**config.mk**
```make
export PLATFORM = sky130hd
export DESIGN_NAME = flash_write_combiner_core
export DESIGN_NICKNAME = d
export VERILOG_FILES = /design/src/rtl/fwc_pkg.sv /design/src/rtl/fwc_datapath.sv /design/src/rtl/fwc_ctrl.sv /design/src/rtl/flash_write_combiner_core.sv
export SDC_FILE = /design/constraint.sdc
export NUM_CORES = 2
export LEC_CHECK = 0
export ABC_AREA = 1
export BUFFER_PORTS_ARGS = -buffer_cell sky130_fd_sc_hd__buf_2
export CORE_MARGIN = 2
export CORE_UTILIZATION = 43
export DETAILED_ROUTE_END_ITERATION = 8
export PLACE_DENSITY = 0.64
export SKIP_LAST_GASP = 1
export SLEW_MARGIN = 0
export SYNTH_ARGS = -nofsm -noshare
export SYNTH_HDL_FRONTEND = slang
export SYNTH_SLANG_ARGS = --single-unit
```
**constraint.sdc**
```tcl
create_clock -name clk -period 16.5 [get_ports clk]
set_input_delay 0.825 -clock clk [delete_from_list [all_inputs] [get_ports clk]]
set_output_delay 0.825 -clock clk [all_outputs]
set_load 0.01 [all_outputs]
```
**src/rtl/fwc_pkg.sv**
```systemverilog
// ----------------------------------------------------------------------------
// fwc_pkg
// Types, constants and control bundles of the flash write combiner.
// ----------------------------------------------------------------------------
package fwc_pkg;

    localparam int BUFFER_BYTES_DEF = 128;
    localparam logic [7:0] PAD_BYTE = 8'hFF;

    localparam logic OP_WRITE = 1'b0;
    localparam logic OP_FLUSH = 1'b1;

    typedef struct packed {
        logic        op;
        logic [31:0] byte_addr;
        logic [7:0]  byte_data;
        logic        call_last;
    } byte_item_t;

    typedef struct packed {
        logic [31:0] word_addr;
        logic [31:0] word_data;
        logic        padded;
        logic        burst_last;
    } word_item_t;

    // controller -> datapath
    typedef struct packed {
        logic capture;     // hold the incoming byte for after the drain
        logic store_in;    // write the incoming byte into the buffer
        logic store_held;  // write the held byte into the buffer
        logic rd_start;    // read word 0
        logic rd_next;     // read the following word
        logic load_out;    // load the output register from the read word
        logic out_last;    // loaded word ends the burst
        logic clear_fill;  // buffer drained
    } fwc_cmd_t;

    // datapath -> controller
    typedef struct packed {
        logic fill_zero;
        logic contig;
        logic fill_last_slot;
        logic last_word;
        logic out_free;
    } fwc_status_t;

endpackage

```
**src/rtl/fwc_datapath.sv**
```systemverilog
// ----------------------------------------------------------------------------
// fwc_datapath
// Byte-lane buffer memory, run tracking, word readout and output register.
// ----------------------------------------------------------------------------
module fwc_datapath #(
    parameter int BUFFER_BYTES = fwc_pkg::BUFFER_BYTES_DEF
) (
    input  logic                clk,
    input  logic                rst_n,
    input  fwc_pkg::byte_item_t byte_item,
    input  fwc_pkg::fwc_cmd_t   cmd,
    output fwc_pkg::fwc_status_t status,
    input  logic                word_ready,
    output logic                word_valid,
    output fwc_pkg::word_item_t word_item
);
    import fwc_pkg::*;

    localparam int WORDS  = BUFFER_BYTES / 4;
    localparam int IDX_W  = (WORDS > 1) ? $clog2(WORDS) : 1;
    localparam int FILL_W = $clog2(BUFFER_BYTES + 1);

    logic [FILL_W-1:0] fill_reg, fill_next;
    logic [31:0]       run_start_reg, run_start_next;
    logic [IDX_W-1:0]  rd_idx_reg, rd_idx_next;
    logic              word_valid_reg, word_valid_next;
    word_item_t        word_item_reg, word_item_next;
    logic [31:0]       held_addr_reg;
    logic [7:0]        held_data_reg;

    logic              wr_en;
    logic [7:0]        wr_data;
    logic [31:0]       wr_addr;
    logic [1:0]        wr_lane;
    logic [IDX_W-1:0]  wr_idx;
    logic              rd_en;
    logic [IDX_W-1:0]  rd_addr;
    logic [31:0]       rd_word;
    logic [FILL_W-1:0] fill_minus_one;
    logic [IDX_W-1:0]  last_idx;
    logic              pad_tail;
    logic [31:0]       packed_word;

    assign wr_en   = cmd.store_in | cmd.store_held;
    assign wr_data = cmd.store_held ? held_data_reg : byte_item.byte_data;
    assign wr_addr = cmd.store_held ? held_addr_reg : byte_item.byte_addr;
    assign wr_lane = fill_reg[1:0];
    assign wr_idx  = fill_reg[IDX_W+1:2];

    assign rd_en   = cmd.rd_start | cmd.rd_next;
    assign rd_addr = cmd.rd_start ? '0 : IDX_W'(rd_idx_reg + 1'b1);

    // Four byte-lane memories; lane = fill position modulo 4 (byte within the buffered word).
    for (genvar l = 0; l < 4; l++) begin : g_lane
        logic [7:0] mem [WORDS];
        logic [7:0] rd_lane_reg;

        always_ff @(posedge clk)
        begin
            if (wr_en && wr_lane == 2'(l))
            begin
                mem[wr_idx] <= wr_data;
            end
            if (rd_en)
            begin
                rd_lane_reg <= mem[rd_addr];
            end
        end

        assign rd_word[8*l +: 8] = rd_lane_reg;
    end

    assign fill_minus_one = fill_reg - 1'b1;
    assign last_idx       = fill_minus_one[IDX_W+1:2];

    assign status.fill_zero      = (fill_reg == '0);
    assign status.contig         = (byte_item.byte_addr == run_start_reg + 32'(fill_reg));
    assign status.fill_last_slot = (fill_reg == FILL_W'(BUFFER_BYTES - 1));
    assign status.last_word      = (rd_idx_reg == last_idx);
    assign status.out_free       = ~word_valid_reg | word_ready;

    // Partial tail: lanes at or past the fill point get the pad byte.
    assign pad_tail = status.last_word && (fill_reg[1:0] != 2'd0);

    always_comb
    begin
        for (int i = 0; i < 4; i++)
        begin
            if (pad_tail && 2'(i) >= fill_reg[1:0])
            begin
                packed_word[8*i +: 8] = PAD_BYTE;
            end
            else
            begin
                packed_word[8*i +: 8] = rd_word[8*i +: 8];
            end
        end
    end

    always_comb
    begin
        fill_next       = fill_reg;
        run_start_next  = run_start_reg;
        rd_idx_next     = rd_idx_reg;
        word_valid_next = word_valid_reg;
        word_item_next  = word_item_reg;

        if (cmd.clear_fill)
        begin
            fill_next = '0;
        end
        else if (wr_en)
        begin
            fill_next = fill_reg + 1'b1;
            if (fill_reg == '0)
            begin
                run_start_next = wr_addr;
            end
        end

        if (cmd.rd_start)
        begin
            rd_idx_next = '0;
        end
        else if (cmd.rd_next)
        begin
            rd_idx_next = rd_addr;
        end

        if (cmd.load_out)
        begin
            word_valid_next           = 1'b1;
            word_item_next.word_addr  = run_start_reg
                                      + {{(30-IDX_W){1'b0}}, rd_idx_reg, 2'b00};
            word_item_next.word_data  = packed_word;
            word_item_next.padded     = pad_tail;
            word_item_next.burst_last = cmd.out_last;
        end
        else if (word_ready)
        begin
            word_valid_next = 1'b0;
        end
    end

    always_ff @(posedge clk or negedge rst_n)
    begin
        if (!rst_n)
        begin
            fill_reg       <= '0;
            run_start_reg  <= '0;
            rd_idx_reg     <= '0;
            word_valid_reg <= 1'b0;
        end
        else
        begin
            fill_reg       <= fill_next;
            run_start_reg  <= run_start_next;
            rd_idx_reg     <= rd_idx_next;
            word_valid_reg <= word_valid_next;
        end
    end

    always_ff @(posedge clk)
    begin
        word_item_reg <= word_item_next;
        if (cmd.capture)
        begin
            held_addr_reg <= byte_item.byte_addr;
            held_data_reg <= byte_item.byte_data;
        end
    end

    assign word_valid = word_valid_reg;
    assign word_item  = word_item_reg;

endmodule

```
**src/rtl/fwc_ctrl.sv**
```systemverilog
// ----------------------------------------------------------------------------
// fwc_ctrl
// Sequencer of the flash write combiner: byte intake, word drain, held byte.
// ----------------------------------------------------------------------------
module fwc_ctrl (
    input  logic                 clk,
    input  logic                 rst_n,
    input  logic                 byte_valid,
    input  logic                 op,
    output logic                 byte_ready,
    output fwc_pkg::fwc_cmd_t    cmd,
    input  fwc_pkg::fwc_status_t status
);
    import fwc_pkg::*;

    typedef enum logic [1:0] {
        S_IDLE,
        S_START,
        S_LOAD,
        S_STORE
    } state_t;

    state_t state_reg, state_next;
    logic   held_reg, held_next;
    logic   accept;

    assign byte_ready = (state_reg == S_IDLE);
    assign accept     = byte_valid & byte_ready;

    always_comb
    begin
        state_next = state_reg;
        held_next  = held_reg;
        cmd        = '0;

        case (state_reg)
            S_IDLE:
            begin
                if (accept)
                begin
                    if (op == OP_FLUSH)
                    begin
                        if (!status.fill_zero)
                        begin
                            state_next = S_START;
                        end
                    end
                    else if (!status.fill_zero && !status.contig)
                    begin
                        // Break in the run: drain first, store the byte after.
                        cmd.capture = 1'b1;
                        held_next   = 1'b1;
                        state_next  = S_START;
                    end
                    else
                    begin
                        cmd.store_in = 1'b1;
                        if (status.fill_last_slot)
                        begin
                            state_next = S_START;
                        end
                    end
                end
            end

            S_START:
            begin
                cmd.rd_start = 1'b1;
                state_next   = S_LOAD;
            end

            S_LOAD:
            begin
                if (status.out_free)
                begin
                    cmd.load_out = 1'b1;
                    cmd.out_last = status.last_word;
                    if (status.last_word)
                    begin
                        cmd.clear_fill = 1'b1;
                        state_next     = held_reg ? S_STORE : S_IDLE;
                    end
                    else
                    begin
                        cmd.rd_next = 1'b1;
                    end
                end
            end

            S_STORE:
            begin
                cmd.store_held = 1'b1;
                held_next      = 1'b0;
                state_next     = S_IDLE;
            end

            default:
            begin
                state_next = S_IDLE;
                held_next  = 1'b0;
            end
        endcase
    end

    always_ff @(posedge clk or negedge rst_n)
    begin
        if (!rst_n)
        begin
            state_reg <= S_IDLE;
            held_reg  <= 1'b0;
        end
        else
        begin
            state_reg <= state_next;
            held_reg  <= held_next;
        end
    end

endmodule

```
**src/rtl/flash_write_combiner_core.sv**
```systemverilog
// ----------------------------------------------------------------------------
// flash_write_combiner_core
// Packs a stream of byte writes into 32-bit flash word writes.
// ----------------------------------------------------------------------------
// Input channel byte_valid/byte_ready/byte_item carries a byte write (op write)
// or a flush (op flush). Output channel word_valid/word_ready/word_item carries
// flash words; burst_last marks the last word caused by one input transfer.
// A byte that continues the held run is stored as it is accepted and the next
// byte may follow in the next cycle. A flush of a non-empty buffer, a break in
// the run, or the buffer reaching BUFFER_BYTES (a multiple of 4) starts a drain:
// a start state issues the buffer memory read, then one word per cycle while
// word_ready is high. A break in the run then stores the new byte in a final
// store state. byte_ready is low for the whole drain; the last word may still
// wait in the output register while the next byte is taken.
// A stalled receiver holds word_item and pauses the drain on the word in hand.
// Reset empties the buffer and drops any pending word; the buffer memory
// itself is not cleared and needs no clearing pass.
// ----------------------------------------------------------------------------
module flash_write_combiner_core #(
    parameter int BUFFER_BYTES = fwc_pkg::BUFFER_BYTES_DEF
) (
    input  logic                clk,
    input  logic                rst_n,
    input  logic                byte_valid,
    output logic                byte_ready,
    input  fwc_pkg::byte_item_t byte_item,
    output logic                word_valid,
    input  logic                word_ready,
    output fwc_pkg::word_item_t word_item
);
    import fwc_pkg::*;

    fwc_cmd_t    cmd;
    fwc_status_t status;

    fwc_ctrl u_ctrl (
        .clk        (clk),
        .rst_n      (rst_n),
        .byte_valid (byte_valid),
        .op         (byte_item.op),
        .byte_ready (byte_ready),
        .cmd        (cmd),
        .status     (status)
    );

    fwc_datapath #(
        .BUFFER_BYTES (BUFFER_BYTES)
    ) u_datapath (
        .clk        (clk),
        .rst_n      (rst_n),
        .byte_item  (byte_item),
        .cmd        (cmd),
        .status     (status),
        .word_ready (word_ready),
        .word_valid (word_valid),
        .word_item  (word_item)
    );

endmodule

```
Word-level counts from Yosys, hierarchy flattened:

Memory sizes are Yosys's and may differ from the RTL's. A register that Yosys moved wholly into a read port is not among the register bits.
Index checks and enable logic that the tools add are counted.

* memories: 4
* output and inout bits: 68
* register bits: 155
* word-level logic and storage cells: 115
* RAM bits: 1024
* bits of input ports: 46

* equal/unequal tests: 16
* order comparisons: 4
* add/subtract/negate cells: 5
* muxes and demuxes: 41
* reduce and logical (&&, ||, !) cells: 24
* bitwise logic cells: 6

Memory list
* u_datapath.g_lane[0].mem: words 32, bits a word 8, rd ports 1, clocked after Yosys merged registers in 1, wr ports 1, line fwc_datapath.sv:55 `logic [7:0] mem [WORDS];`
* u_datapath.g_lane[1].mem: words 32, bits a word 8, rd ports 1, clocked after Yosys merged registers in 1, wr ports 1, line fwc_datapath.sv:55
* u_datapath.g_lane[2].mem: words 32, bits a word 8, rd ports 1, clocked after Yosys merged registers in 1, wr ports 1, line fwc_datapath.sv:55
* u_datapath.g_lane[3].mem: words 32, bits a word 8, rd ports 1, clocked after Yosys merged registers in 1, wr ports 1, line fwc_datapath.sv:55

Operators by type and width (count)
* 32-bit by 7-bit adder with 32-bit output: 1
* 32-bit by 8-bit adder with 32-bit output: 1
* 32-bit equality test: 1
* 32-bit 2-to-1 mux: 1
* 8-bit 2-to-1 mux: 3
* 2-bit 2-to-1 mux: 11
* 1-bit 2-to-1 mux: 19
* 5-bit 2-to-1 mux: 3
* 1-bit logical AND: 10
* 2-bit nonzero test: 5
* 8-bit by 1-bit adder with 8-bit output, second input constant: 1
* 2-bit equality test, second input constant: 4
* 8-bit by 7-bit equality test with 1-bit output, second input constant: 1
* 8-bit zero test: 1
* 4-bit 2-to-1 mux: 2
* 2-bit inequality test, second input constant: 4
* 2-bit one-hot mux with 4 select lines: 1
* 7-bit by 1-bit subtractor with 7-bit output, second input constant: 1
* 5-bit by 1-bit adder with 5-bit output, second input constant: 1
* 5-bit equality test: 1
* 5-bit AND reduction: 1
* 2-bit by 1-bit equality test with 1-bit output, second input constant: 2
* 1-bit by 2-bit greater-or-equal comparator with 1-bit output, first input constant: 2
* 2-bit greater-or-equal comparator, first input constant: 2
* other kinds (12): 17

Logic depth before layout (Yosys ltp):

* word-level depth: 12
* gate-level depth with buffers: 25
* depth with buffers taken out: 23

Cells and area by module:

From an unflattened synthesis, not the netlist that was laid out.

* cell total of the unflattened synthesis: 4192
* area, all modules: 50601.0 um2

By module, submodules not included
* fwc_datapath: seq. area each 36044.6 um2, area an instance 50362.1 um2, cells an instance 4153, instances 1
* fwc_ctrl: seq. area each 75.1 um2, area an instance 239.0 um2, cells an instance 39, instances 1

Least setup slack after synthesis:

No wires, ideal clock.

* path kind: input -> register
* start point: in word_ready
* end point: reg u_datapath.g_lane[0].rd_lane_reg[0] (read register of u_datapath.g_lane[0].mem), enable pin
* stages on the path: 5
* buffers on the path: 1
* setup time: 0.408 ns
* arrival: 5.029 ns
* data required time: 16.092 ns
* path slack: 11.063 ns
* path through: nor2_1 nor2_1 nand2_1 nand2_1 clkbuf_1

* cells in the longest elaborated chain, start to end: 4

Ends and longest elaborated chain
* start: declaration: line flash_write_combiner_core.sv:28 `input logic word_ready,`
* 1-bit bitwise OR: line fwc_datapath.sv:80 `assign status.out_free = ~word_valid_reg | word_ready;`
* 4-bit 2-to-1 mux: line fwc_ctrl.sv:74 `if (status.out_free)`
* 4-bit 2-to-1 mux: line fwc_ctrl.sv:36 `case (state_reg)`
* 1-bit bitwise OR: line fwc_datapath.sv:50 `assign rd_en = cmd.rd_start | cmd.rd_next;`
* named net u_datapath.rd_en: line fwc_datapath.sv:36 `logic rd_en;`
* end: declaration: line fwc_datapath.sv:56 `logic [7:0] rd_lane_reg;`

The timed path passes the listed nets, and every way through them passes these cells.
A chain may end at the register's enable or synchronous reset.

Final worst setup path:

* start point: reg u_ctrl.state_reg[0]
* end point: reg u_datapath.g_lane[2].rd_lane_reg[3] (read register of u_datapath.g_lane[2].mem) (data pin)

* cells in the longest elaborated chain, start to end: 3
* elaborated cells on any way between the ends: 6
* classes of those cells: 2 x eq/ne; 3 x mux; 1 x bitwise

Ends and longest elaborated chain
* start: declaration: line fwc_ctrl.sv:23 `state_t state_reg, state_next;`
* start signal: assignment: line fwc_ctrl.sv:114 `state_reg <= state_next;`
* 2-bit by 1-bit equality test with 1-bit output or 2-bit equality test (tied branches): line fwc_ctrl.sv:36
* 1-bit 2-to-1 mux or 4-bit 2-to-1 mux (tied branches): line fwc_ctrl.sv:36
* 5-bit 2-to-1 mux or 1-bit bitwise OR (tied branches): line fwc_datapath.sv:51, fwc_datapath.sv:50
* end: declaration: line fwc_datapath.sv:56

Several ways; a longest one is shown, not always the timed one.

==> results by group <==
Pwr
  • Worst VDD drop: roughly 0.00038 V
  • Overall power: ~11 mW
  • Leak: around 19 nW
  • PwrDens: 195 nW/um2

Placed design
  • Placed inst area: between 50000 and 60000 um2
  • Placed Cells: around 5500
  • Port Buffer Count: 112
  • RePlAce Congestion: approximately 0.94
  • Worst slack, placed: ~11000 ps
  • Post-DP HPWL: between 70000 and 80000 um

Synth
  • Cell count after synthesis: between 4000 and 5000
  • Post-synth EDFFs: ~1200
  • Register area share after synthesis: between 70% and 80%
  • FF+latch count, synth: ~1200
  • Most used DFF post-synth: edfxtp_1
  • FFs w/ async S/R, synth: slightly above 4%
  • Post-Syn Area: 50400 um2
  • Syn_nets: about 4200
  • Synth cell types: between 40 and 50
  • Ys Warns: 0
  • Syn_area_per_cell: approximately 12 um2

Route
  • DRT Pass-1 Iters: 7
  • ANT nets after route: 0
  • DRT iter0 DRCs: between 3000 and 4000
  • DRC viols: 0
  • Via count: roughly 33000
  • WL/cell: 22.9 um
  • Vias per cell: 5.70
  • Routed WL: between 100000 and 150000 um

Global routing
  • First-pass GRT wire length: between 150000 and 200000 um
  • GR Util All Layers: 21.5%
  • Largest net degree at the start of global routing: 170
  • Grt total ovfl: 0
  • Vias in the first global route: around 31000
  • Initial antenna violation count: 11

Clock network
  • Worst-skew pair later-pin latency: a little over 700 ps
  • CTS tree: done
  • Postcts setup bufs: 0
  • H-tree depth: 3
  • Cts bufs inserted: approximately 120
  • Hold Buf Count CTS: 0
  • CTS clk-pin slew, worst paths: roughly 60 ps
  • CTS Sinks: roughly 1200
  • Clk buf depth: 3
  • CTS root buffer: clkbuf_16
  • Post-CTS Resized: 0

STA
  • Max Fclk: roughly 0.18 GHz
  • Final Slew Violations: 0
  • Slew headroom: between 20% and 30%
  • Tcrit/Tclk final: between 30% and 40%
  • Tmin final: between 5000 and 6000 ps
  • Worst Skew: approximately 25 ps
  • Worst setup margin: between 10000 and 15000 ps
  • Hold_ws: between 200 and 300 ps
  • Setup_tns: 0 ps
  • Final setup vio count: 0
  • Hold Fails Final Rpt: 0
  • RSZ-0062 raised after global routing: false
  • Slew at the pin closest to its max-slew limit: ~1200 ps

Floorplan
  • Die area: 120000 um2
  • Site row count: 125
  • Die height: approximately 350 um
  • Starting density of the core: a little over two fifths
  • IO Count: between 100 and 150
  • Core area: about 120000 um2
  • Die X: approximately 350 um

Cells and area
  • Util after Layout: about half
  • Final Instance Area: 55900 um2
  • Share of post-route cells with drive strength above 1: between 8 and 9%
  • Final Non-Filler Cells: 5731
  • Max reg flops: between 1000 and 1500
  • Nets: between 4000 and 5000
  • Area delta synth->final: 11.0%

Worst setup path
  • CP Capture Type: flip-flop
  • Setup CP Type: flip-flop to flip-flop
  • Startpoint Class: flip-flop
  • CP arrival: approximately 6000 ps
  • Crit-path max FO: approximately 170
  • Worst Path Required: about 17000 ps

Flow run
  • Max Cap Viol: 0

Status
  • Status: finished, final reports clean

Hold path
  • Hold crit path type: primary input to async pin
[path summary, 6_finish.rpt]
path                                                           from                                  end  slack (ps)  cells past startpoint
worst max-delay path                            u_ctrl.state_reg[0]  u_datapath.g_lane[2].rd_lane_reg[3]       11020                     13
worst min-delay path                                          rst_n         u_datapath.run_start_reg[28]         270                      2
worst max register to register                  u_ctrl.state_reg[0]  u_datapath.g_lane[2].rd_lane_reg[3]       11020                     13
worst min register to register  u_datapath.g_lane[0].rd_lane_reg[1]              u_datapath.word_item[3]         420                      0
max in group asynchronous                                     rst_n          u_datapath.run_start_reg[9]       15750                      2
min in group clk                                       byte_item[1]          u_datapath.held_data_reg[0]         320                      1
[cell usage in the layout, fill, tap and decap left out, types with 30 or more instances in the layout]
cell,n
o32ai_1,96
xor2_1,46
clkinv_1,33
clkbuf_16,117
o211ai_1,66
a31oi_1,33
o21ai_0,152
a21oi_1,132
dfrtp_1,49
buf_2,112
nand2_1,826
buf_4,33
o311ai_0,66
nand3_1,163
o21bai_1,67
edfxtp_1,1162
a32o_1,30
o22ai_1,124
nor2_1,568
inv_1,114
[per-layer routing]
metal | track usage (%) | routed length [um] | vias up
met5 | 0 | 11 | -
met3 | 3.42 | 11200 | 229
li1 | - | - | 14900
met1 | 31.2 | 55600 | 16100
met2 | 33.1 | 59800 | 1472
met4 | 7.38 | 4480 | 2
[synthesized netlist by cell type, drive strengths merged (2+ instances only)]
| cell type | n | area [um2] |
|---|---|---|
| xnor2 | 23 | 201 |
| a31oi | 33 | 206 |
| clkinv | 4 | 15.0 |
| nand4 | 19 | 119 |
| a211oi | 2 | 15.0 |
| o32ai | 96 | 841 |
| nand3b | 9 | 67.6 |
| nor2 | 574 | 2160 |
| o31ai | 2 | 15.0 |
| a21oi | 132 | 661 |
| dfrtp | 49 | 1230 |
| or2 | 10 | 62.6 |
| o22ai | 124 | 776 |
| o21bai | 67 | 503 |
| o211ai | 66 | 495 |
| clkbuf | 225 | 846 |
| ha | 18 | 225 |
| xor2 | 46 | 403 |
| a32o | 30 | 300 |
| inv | 124 | 465 |
| fa | 2 | 40.0 |
| buf | 44 | 302 |
| nand3 | 165 | 843 |
| o21ai | 153 | 766 |
| edfxtp | 1162 | 34900 |
| o311ai | 66 | 578 |
| nand2 | 845 | 3230 |
| nor3 | 12 | 75.1 |
[final cells by class]
cell class / instances / area [um2]
fill: 10000 / 60300
sequential: 1211 / 36100
multi-input combinational: 2498 / 12700
clock buffer: 133 / 2990
tap: 1524 / 1910
timing repair buffer: 148 / 868
clock inverter: 84 / 806
inverter: 128 / 503
antenna: 5 / 12.5
[critical path: stages (launching register included)]
cell and delay, ps:
dfrtp_1 420, inv_1 90, nor2_1 500, nor2_4 20
buf_4 330, inv_8 730, buf_12 620, buf_4 810
o22ai_1 140, nand2_1 100, a21oi_1 90, o32ai_1 820
nor2_1 200, a31oi_1 190
[power breakdown]
| group | internal, mW | switching (mW) | total (mW) |
|---|---|---|---|
| sequential | 3.87 | 0.149 | 4.01 |
| clock | 1.50 | 1.16 | 2.66 |
| combinational | 1.14 | 3.08 | 4.22 |
| total | 6.51 | 4.39 | 10.9 |
[logic make-up (layout without fill, tap and decap cells)]
logic type,after synthesis,count (layout),synth area share [%]
other cells,0,5,0
simple gates,1635,1635,13.0
xor+xnor,69,69,1.20
buf+inv,397,493,3.23
compound gates,774,774,10.3
flops,1211,1211,71.7
fa+ha+maj,20,20,0.527
(Power assumes the default switching activity.)
